## config.mk

```make
export PLATFORM = sky130hd
export DESIGN_NAME = variable_partition_allocator
export DESIGN_NICKNAME = d
export VERILOG_FILES = /design/src/vpa_pkg.sv /design/src/variable_partition_allocator.sv /design/src/vpa_fit.sv /design/src/vpa_table.sv
export SDC_FILE = /design/constraint.sdc
export NUM_CORES = 2
export LEC_CHECK = 0
export BUFFER_PORTS_ARGS = -buffer_cell sky130_fd_sc_hd__buf_2
export CAP_MARGIN = 20
export CORE_ASPECT_RATIO = 1.5
export CORE_MARGIN = 4
export CORE_UTILIZATION = 24
export DETAILED_ROUTE_END_ITERATION = 10
export GPL_TIMING_DRIVEN = 1
export PLACE_DENSITY = 0.46
export RECOVER_POWER = 100
export SETUP_SLACK_MARGIN = 0.2
export SLEW_MARGIN = 20
export SYNTH_ARGS = -nofsm -noshare
export SYNTH_HDL_FRONTEND = slang
export SYNTH_HIERARCHICAL = 1
export SYNTH_SLANG_ARGS = --single-unit
```

## constraint.sdc

```tcl
create_clock -name clk_i -period 12.2 [get_ports clk_i]
set_input_delay 0.61 -clock clk_i [delete_from_list [all_inputs] [get_ports clk_i]]
set_output_delay 0.61 -clock clk_i [all_outputs]
set_load 0.03 [all_outputs]
```

## src/vpa_pkg.sv

```systemverilog
// vpa_pkg: shared types and constants of the variable partition allocator
// used by vpa_fit, vpa_table and variable_partition_allocator
`default_nettype none
package vpa_pkg;

  localparam int MAX_BLOCKS = 32;
  localparam int ADDR_W     = 16;
  localparam int OWNER_W    = 8;
  localparam int IDX_W      = $clog2(MAX_BLOCKS);
  localparam int CNT_W      = $clog2(MAX_BLOCKS + 1);

  typedef enum logic [1:0] {
    OP_FIRST = 2'd0,
    OP_BEST  = 2'd1,
    OP_WORST = 2'd2,
    OP_FREE  = 2'd3
  } op_e;

  typedef enum logic [1:0] {
    ST_DONE  = 2'd0,
    ST_NOFIT = 2'd1,
    ST_FULL  = 2'd2
  } status_e;

  typedef enum logic [2:0] {
    S_INIT,
    S_IDLE,
    S_SCAN,
    S_SHIFT,
    S_FREE,
    S_RESULT
  } state_e;

  // one table entry
  typedef struct packed {
    logic [ADDR_W-1:0]  start;
    logic [ADDR_W-1:0]  size;
    logic               free;
    logic [OWNER_W-1:0] owner;
  } entry_t;

  // one table write
  typedef struct packed {
    logic             en;
    logic [IDX_W-1:0] idx;
    entry_t           data;
  } tbl_wr_t;

endpackage
`default_nettype wire

```

## src/variable_partition_allocator.sv

```systemverilog
// variable_partition_allocator: top level, sequencer around the block table and compare unit
// depends on vpa_pkg, vpa_fit, vpa_table
`default_nettype none
// A request takes one table entry per cycle through a single compare unit.
// Allocation scans the table (first fit stops early at the first fitting
// block), then shifts the table up when the block is split. Free makes one
// combined release and merge pass. The result is then presented and held
// until taken. A configuration write, and reset, rebuild the table in S_INIT;
// the block is busy (in_stall_o high, cfg_ready_o low) whenever it is not idle,
// and a configuration beat offered while idle takes priority over a request
// beat (in_stall_o stays high for it).
module variable_partition_allocator (
  input  wire                              clk_i,
  input  wire                              rst_ni,
  input  wire                              cfg_valid_i,
  output logic                             cfg_ready_o,
  input  wire logic [vpa_pkg::ADDR_W-1:0]  total_memory_i,
  input  wire                              in_valid_i,
  output logic                             in_stall_o,
  input  wire logic [1:0]                  operation_i,
  input  wire logic [vpa_pkg::ADDR_W-1:0]  request_size_i,
  input  wire logic [vpa_pkg::OWNER_W-1:0] owner_id_i,
  output logic                             out_valid_o,
  input  wire                              out_stall_i,
  output logic [1:0]                       status_o,
  output logic [vpa_pkg::ADDR_W-1:0]       alloc_start_o
);

  localparam logic [vpa_pkg::CNT_W-1:0] CntMax = vpa_pkg::CNT_W'(vpa_pkg::MAX_BLOCKS);

  vpa_pkg::state_e state_q, state_d;
  vpa_pkg::op_e    op_q, op_d;
  logic [vpa_pkg::ADDR_W-1:0]  total_q, total_d;
  logic [vpa_pkg::ADDR_W-1:0]  req_q, req_d;
  logic [vpa_pkg::OWNER_W-1:0] own_q, own_d;
  logic [vpa_pkg::CNT_W-1:0]   count_q, count_d;
  logic [vpa_pkg::CNT_W-1:0]   idx_q, idx_d;
  logic [vpa_pkg::CNT_W-1:0]   wr_q, wr_d;
  logic                        found_q, found_d;
  logic [vpa_pkg::IDX_W-1:0]   pick_q, pick_d;
  logic [vpa_pkg::ADDR_W-1:0]  pick_size_q, pick_size_d;
  logic [vpa_pkg::ADDR_W-1:0]  pick_start_q, pick_start_d;
  logic                        acc_vld_q, acc_vld_d;
  vpa_pkg::entry_t             acc_q, acc_d;
  vpa_pkg::status_e            res_status_q, res_status_d;
  logic [vpa_pkg::ADDR_W-1:0]  res_start_q, res_start_d;

  logic [vpa_pkg::IDX_W-1:0] rd_idx;
  vpa_pkg::entry_t           rd_data;
  vpa_pkg::tbl_wr_t          wr_a, wr_b;
  logic                      fit, better, freed;

  vpa_table u_table (
    .clk_i     (clk_i),
    .rd_idx_i  (rd_idx),
    .rd_data_o (rd_data),
    .wr_a_i    (wr_a),
    .wr_b_i    (wr_b)
  );

  vpa_fit u_fit (
    .op_i        (op_q),
    .entry_i     (rd_data),
    .req_i       (req_q),
    .pick_size_i (pick_size_q),
    .fit_o       (fit),
    .better_o    (better)
  );

  // a configuration beat blocks the request channel while idle
  assign in_stall_o    = (state_q != vpa_pkg::S_IDLE) || cfg_valid_i;
  assign cfg_ready_o   = (state_q == vpa_pkg::S_IDLE);
  assign out_valid_o   = (state_q == vpa_pkg::S_RESULT);
  assign status_o      = res_status_q;
  assign alloc_start_o = res_start_q;

  // entry free after a free request: already free or owned by the requester
  assign freed = rd_data.free || (rd_data.owner == own_q);

  // sequencer
  always_comb begin
    state_d      = state_q;
    op_d         = op_q;
    total_d      = total_q;
    req_d        = req_q;
    own_d        = own_q;
    count_d      = count_q;
    idx_d        = idx_q;
    wr_d         = wr_q;
    found_d      = found_q;
    pick_d       = pick_q;
    pick_size_d  = pick_size_q;
    pick_start_d = pick_start_q;
    acc_vld_d    = acc_vld_q;
    acc_d        = acc_q;
    res_status_d = res_status_q;
    res_start_d  = res_start_q;
    rd_idx       = idx_q[vpa_pkg::IDX_W-1:0];
    wr_a         = '0;
    wr_b         = '0;
    case (state_q)
      vpa_pkg::S_INIT: begin
        wr_a.en         = 1'b1;
        wr_a.idx        = '0;
        wr_a.data.start = '0;
        wr_a.data.size  = total_q;
        wr_a.data.free  = 1'b1;
        wr_a.data.owner = '0;
        count_d         = vpa_pkg::CNT_W'(1);
        state_d         = vpa_pkg::S_IDLE;
      end
      vpa_pkg::S_IDLE: begin
        if (cfg_valid_i) begin
          total_d = total_memory_i;
          state_d = vpa_pkg::S_INIT;
        end else if (in_valid_i) begin
          op_d      = vpa_pkg::op_e'(operation_i);
          req_d     = request_size_i;
          own_d     = owner_id_i;
          idx_d     = '0;
          wr_d      = '0;
          found_d   = 1'b0;
          acc_vld_d = 1'b0;
          state_d   = (vpa_pkg::op_e'(operation_i) == vpa_pkg::OP_FREE) ?
                      vpa_pkg::S_FREE : vpa_pkg::S_SCAN;
        end
      end
      vpa_pkg::S_SCAN: begin
        if (idx_q == count_q) begin
          res_start_d = '0;
          if (!found_q) begin
            res_status_d = vpa_pkg::ST_NOFIT;
            state_d      = vpa_pkg::S_RESULT;
          end else if (pick_size_q == req_q) begin
            wr_a.en         = 1'b1;
            wr_a.idx        = pick_q;
            wr_a.data.start = pick_start_q;
            wr_a.data.size  = req_q;
            wr_a.data.free  = 1'b0;
            wr_a.data.owner = own_q;
            res_status_d    = vpa_pkg::ST_DONE;
            res_start_d     = pick_start_q;
            state_d         = vpa_pkg::S_RESULT;
          end else if (count_q == CntMax) begin
            res_status_d = vpa_pkg::ST_FULL;
            state_d      = vpa_pkg::S_RESULT;
          end else begin
            state_d = vpa_pkg::S_SHIFT;
          end
        end else begin
          idx_d = idx_q + 1'b1;
          if (fit && (!found_q || better)) begin
            found_d      = 1'b1;
            pick_d       = idx_q[vpa_pkg::IDX_W-1:0];
            pick_size_d  = rd_data.size;
            pick_start_d = rd_data.start;
          end
          // first fit stops at the first fitting block
          if (fit && op_q == vpa_pkg::OP_FIRST) begin
            idx_d = count_q;
          end
        end
      end
      vpa_pkg::S_SHIFT: begin
        // idx_q counts down from count_q, moving one entry up per cycle
        if (idx_q == {1'b0, pick_q} + 1'b1) begin
          wr_a.en         = 1'b1;
          wr_a.idx        = pick_q;
          wr_a.data.start = pick_start_q;
          wr_a.data.size  = req_q;
          wr_a.data.free  = 1'b0;
          wr_a.data.owner = own_q;
          wr_b.en         = 1'b1;
          wr_b.idx        = pick_q + 1'b1;
          wr_b.data.start = pick_start_q + req_q;
          wr_b.data.size  = pick_size_q - req_q;
          wr_b.data.free  = 1'b1;
          wr_b.data.owner = '0;
          count_d         = count_q + 1'b1;
          res_status_d    = vpa_pkg::ST_DONE;
          res_start_d     = pick_start_q;
          state_d         = vpa_pkg::S_RESULT;
        end else begin
          rd_idx    = idx_q[vpa_pkg::IDX_W-1:0] - 1'b1;
          wr_a.en   = 1'b1;
          wr_a.idx  = idx_q[vpa_pkg::IDX_W-1:0];
          wr_a.data = rd_data;
          idx_d     = idx_q - 1'b1;
        end
      end
      vpa_pkg::S_FREE: begin
        // release and merge in one pass, acc holds the open block
        if (idx_q == count_q) begin
          wr_a.en      = 1'b1;
          wr_a.idx     = wr_q[vpa_pkg::IDX_W-1:0];
          wr_a.data    = acc_q;
          count_d      = wr_q + 1'b1;
          res_status_d = vpa_pkg::ST_DONE;
          res_start_d  = '0;
          state_d      = vpa_pkg::S_RESULT;
        end else begin
          idx_d = idx_q + 1'b1;
          if (acc_vld_q && acc_q.free && freed) begin
            acc_d.size = acc_q.size + rd_data.size;
          end else begin
            if (acc_vld_q) begin
              wr_a.en   = 1'b1;
              wr_a.idx  = wr_q[vpa_pkg::IDX_W-1:0];
              wr_a.data = acc_q;
              wr_d      = wr_q + 1'b1;
            end
            acc_vld_d  = 1'b1;
            acc_d      = rd_data;
            acc_d.free = freed;
            if (!rd_data.free && freed) begin
              acc_d.owner = '0;
            end
          end
        end
      end
      vpa_pkg::S_RESULT: begin
        if (!out_stall_i) begin
          state_d = vpa_pkg::S_IDLE;
        end
      end
      default: begin
        state_d = vpa_pkg::S_INIT;
      end
    endcase
  end

  // control registers
  always_ff @(posedge clk_i or negedge rst_ni) begin
    if (!rst_ni) begin
      state_q   <= vpa_pkg::S_INIT;
      total_q   <= 16'hFFFF;
      count_q   <= vpa_pkg::CNT_W'(1);
      idx_q     <= '0;
      wr_q      <= '0;
      found_q   <= 1'b0;
      acc_vld_q <= 1'b0;
    end else begin
      state_q   <= state_d;
      total_q   <= total_d;
      count_q   <= count_d;
      idx_q     <= idx_d;
      wr_q      <= wr_d;
      found_q   <= found_d;
      acc_vld_q <= acc_vld_d;
    end
  end

  // payload registers
  always_ff @(posedge clk_i) begin
    op_q         <= op_d;
    req_q        <= req_d;
    own_q        <= own_d;
    pick_q       <= pick_d;
    pick_size_q  <= pick_size_d;
    pick_start_q <= pick_start_d;
    acc_q        <= acc_d;
    res_status_q <= res_status_d;
    res_start_q  <= res_start_d;
  end

endmodule
`default_nettype wire

```

## src/vpa_fit.sv

```systemverilog
// vpa_fit: shared compare unit, checks one entry against the request and the current pick
// depends on vpa_pkg
`default_nettype none
module vpa_fit (
  input  wire vpa_pkg::op_e               op_i,
  input  wire vpa_pkg::entry_t            entry_i,
  input  wire logic [vpa_pkg::ADDR_W-1:0] req_i,
  input  wire logic [vpa_pkg::ADDR_W-1:0] pick_size_i,
  output logic                            fit_o,
  output logic                            better_o
);

  // entry can hold the request
  assign fit_o = entry_i.free && (req_i != '0) && (entry_i.size >= req_i);

  // strictly better than the current pick, ties keep the lower address
  always_comb begin
    case (op_i)
      vpa_pkg::OP_BEST:  better_o = entry_i.size < pick_size_i;
      vpa_pkg::OP_WORST: better_o = entry_i.size > pick_size_i;
      default:           better_o = 1'b0;
    endcase
  end

endmodule
`default_nettype wire

```

## src/vpa_table.sv

```systemverilog
// vpa_table: block table registers, one read address and two write ports
// depends on vpa_pkg
`default_nettype none
module vpa_table (
  input  wire                             clk_i,
  input  wire logic [vpa_pkg::IDX_W-1:0]  rd_idx_i,
  output vpa_pkg::entry_t                 rd_data_o,
  input  wire vpa_pkg::tbl_wr_t           wr_a_i,
  input  wire vpa_pkg::tbl_wr_t           wr_b_i
);

  vpa_pkg::entry_t mem_q [vpa_pkg::MAX_BLOCKS];

  // read at one address
  assign rd_data_o = mem_q[rd_idx_i];

  // port b wins on a clash, never happens in use
  always_ff @(posedge clk_i) begin
    if (wr_a_i.en) begin
      mem_q[wr_a_i.idx] <= wr_a_i.data;
    end
    if (wr_b_i.en) begin
      mem_q[wr_b_i.idx] <= wr_b_i.data;
    end
  end

endmodule
`default_nettype wire

```

==> summary.md <==
| Metric | Value |
|---|---|
| Clock root cell | clkbuf_16 |
| Initial antenna violation count | 16 |
| Final hold violation count | 0 |
| Post-synth EDFFs | 1,434 |
| Placed Cells | 9,619 |
| Synth Area in Simple Gates | 0.0420 |
| Clock network fraction of total power | 0.461 |
| Max-cap check violation count | 42 |
| Post CTS Setup Buffer Count | 0 |
| Sequential-to-total area share from yosys stat | 0.563 |
| # setup viols final | 0 |
| Commonest non-fill, non-tap cells in the layout | edfxtp_1, mux2_2, mux2i_1 |
| Pre-antenna DRT Iters | 9 |
| Starting density of the core | 0.241 |
| Largest family of logic cells by synthesized area | multiplexers |
| Skew-Pair Late Insertion Delay | 870 ps |
| Status | finished, violations left |
| GRT Residual Overflow | 0 |
| Initial DRC count | 4,332 |
| Synth warn | 6 |
| Post-synthesis xor/xnor area fraction | 0.00783 |
| Fin. max-slew vios | 1,266 |
| Sequential share of power | 0.535 |
| Worst-Margin Slew | 2660 ps |
| Largest net degree at the start of global routing | 71 |
| Worst setup SP type | flop |
| H-tree Lvls | 4 |
| Clk_skew | 82.2 ps |
| Adder-cell share of the synthesized area | 0.0144 |
| Post-DP HPWL | 188 mm |
| CTS max path bufs | 4 |
| I/O Buffers | 67 |
| Switch share | 0.210 |
| Overall routing resource usage | 0.174 |
| CP endpoint kind | flop |
| CP arrival | 11,140 ps |
| Max_slew headroom | -0.773 |
| RSZ-0062 raised after global routing | no |
| CTS sink count | 1,473 |
| Mapped Avg Cell Area | 13.8 µm² |
| Top FF cell, synth | edfxtp_1 |
| RePlAce Congestion | 0.811 |
| Post-route DRC | 0 |
| Crit path max fanout | 21 |
| Pint | 8.06 mW |
| CTS Buf Count | 156 |
| PwrDens | 115 mW/mm² |
| First-pass GRT wire length | 418 mm |
| Layout cell share with drive strength beyond 1 | 0.299 |
| Post-route insts no fill | 9,942 |
| IO Pins | 68 |
| Sw Pwr | 2.15 mW |
| Via count | 49,800 |
| CTS tree | built |
| Mapped Area | 0.0783 mm² |
| Setup CP Type | flop to flop |
| Worst hold path depth | 2 |
| Synth Area in Compound Gates | 0.0585 |
| Mux share of post-synthesis cell area | 0.276 |
| Core area | 0.324 mm² |
| FMAX | 0.0931 GHz |
| DIE WIDTH | 474 µm |
| Hold Path Class | input port to flop |
| Layout Nets | 5,699 |
| Drt wl/cell | 30.3 µm |
| Commonest non-fill, non-tap cell in the layout | edfxtp_1 |
| Tmin final | 10,740 ps |
| Die area | 0.336 mm² |
| Distinct cells, synth | 83 |
| Crit path required time | 12,600 ps |
| Rows | 256 |
| Cells after Synth | 5,657 |
| R2R depth | 18 |
| Layout area overhead | 13.5% |
| DIE HEIGHT | 707 µm |
| Vias per inst | 5.01 |
| Vias in the first global route | 51,300 |
| Gate power share | 0.004 |
| Leakage | 34.4 nW |
| #FFs+latches synth | 1,473 |
| Final setup TNS | 0 ps |
| Routed Wire Length | 301 mm |
| Violated checks | max-capacitance violations, max-slew violations |
| Async SR Flop Fraction | 0.0265 |
| Period Utilization, post-route | 0.880 |
| Post-CTS sizing | 0 |
| Detail Route Antenna Nets | 0 |
| Peak VDD IR | 85.5 µV |
| CTS clk-pin slew, worst paths | 60 ps |
[power by group through the flow]
stage	clock, mW	sequential, mW	combinational [mW]
detailed placement	0	5.57	0.0219
floorplan	0	5.57	0.0101
finish	4.71	5.46	0.0385
CTS	4.84	5.46	0.0330
global placement	0	5.57	0.0222
global route	5.00	5.46	0.0429
[area by class of cell]
type                       instances  area (µm²)
inverter                         103         387
tap                             4257        5330
clock buffer                     186        4060
timing repair buffer             296        2160
sequential                      1473       44100
fill                           33000      236000
clock inverter                    87         687
antenna                            6        15.0
multi-input combinational       3534       32100
[worst paths after layout]
path / startpoint / endpoint / slack [ps]
worst max-delay path: state_q[2] / u_table/mem_q[18][15] / 1460
worst min-delay path: out_stall_i / state_q[2] / 90
worst max register to register: state_q[2] / u_table/mem_q[18][15] / 1460
worst min register to register: wr_q[5] / wr_q[5] / 530
max in group asynchronous: rst_ni / count_q[3] / 9860
min in group asynchronous: rst_ni / acc_vld_q / 1030
[repair_timing]
action,4_1_cts,5_1_grt
endpoints found under the setup margin,0,0
hold buffers,40,0
hold endpoints to repair,61,0
[synth_stat cells, types with 11 or more instances]
| library cell | instances | area, µm² |
|---|---|---|
| dfstp_2 | 17 | 447 |
| mux2_2 | 1165 | 13100 |
| dfrtp_1 | 22 | 551 |
| o21ai_1 | 18 | 90.1 |
| nand4_1 | 11 | 68.8 |
| xor2_1 | 39 | 342 |
| clkbuf_1 | 335 | 1260 |
| nor3_1 | 65 | 325 |
| buf_1 | 20 | 75.1 |
| o21ai_0 | 58 | 290 |
| buf_4 | 25 | 188 |
| inv_1 | 101 | 379 |
| nor2_1 | 96 | 360 |
| a22oi_1 | 124 | 931 |
| edfxtp_1 | 1434 | 43100 |
| nor2b_1 | 36 | 225 |
| xnor2_1 | 31 | 272 |
| o21a_1 | 11 | 82.6 |
| nand2_1 | 230 | 863 |
| mux2i_1 | 658 | 6590 |
| a22o_1 | 83 | 727 |
| nand3_1 | 140 | 701 |
| and2_1 | 15 | 93.8 |
| a222oi_1 | 45 | 450 |
| o22ai_1 | 20 | 125 |
| mux2_1 | 172 | 1940 |
| a21oi_1 | 181 | 906 |
| a31oi_1 | 50 | 313 |
| a21o_1 | 27 | 203 |
| ha_1 | 85 | 1060 |
| buf_2 | 199 | 996 |
[through the flow]
| step | utilization | area [µm²] | power, mW | hold slack [ps] | setup WS, ps |
|---|---|---|---|---|---|
| 6_report | 0.274 | 88800 | 10.2 | 85.8 | 1460 |
| 5_1_grt | 0.274 | 88800 | 10.5 | 72.0 | 1180 |
| 4_1_cts | 0.275 | 89200 | 10.3 | 23.9 | 2240 |
| 3_5_place_dp | 0.259 | 84000 | 5.59 | 531 | 2360 |
| 3_3_place_gp | 0.259 | 84000 | 5.60 | 496 | 2370 |
| 2_1_floorplan | - | 78400 | 5.58 | 314 | 3660 |
[critical path, cell delays in order (launching register included)]
cell	delay, ps
dfrtp_1	550
nand3b_1	610
a21oi_4	910
nor2_1	80
a21oi_1	1400
clkbuf_1	1300
mux2i_1	350
a22oi_1	170
nand3_1	130
nand3_1	90
clkbuf_1	340
a41oi_1	810
o21ai_0	360
a21oi_4	610
a222oi_1	180
inv_1	280
or3b_2	600
o21ai_4	200
clkbuf_1	1210
[flip-flops by register name, indices dropped and copies added (netlist names)]
signal         count
u_table/mem_q   1312
acc_q             41
alloc_start_o     16
pick_size_q       16
pick_start_q      16
req_q             16
total_q           16
own_q              8
count_q            6
idx_q              6
wr_q               6
pick_q             5
state_q            3
op_q               2
status_o           2
acc_vld_q          1
found_q            1
[kinds of logic (layout without fill, tap and decap cells)]
| family | count (synthesis) | in the layout |
|---|---|---|
| XOR/XNOR | 70 | 70 |
| AO/OA/AOI/OAI | 667 | 667 |
| AND/OR/NAND/NOR | 674 | 674 |
| other | 1 | 46 |
| flip-flops | 1473 | 1473 |
| adder cells (fa/ha/maj) | 88 | 88 |
| buffers and inverters | 689 | 672 |
| multiplexers | 1995 | 1995 |
[metal layers]
layer	vias up	track usage	wire length, µm
met1	26400	0.210	120000
met5	-	0	14
li1	21400	-	-
met3	466	0.0192	13200
met4	2	0.0707	13900
met2	1535	0.314	154000
No activity file was read; power rests on OpenSTA's default activity.
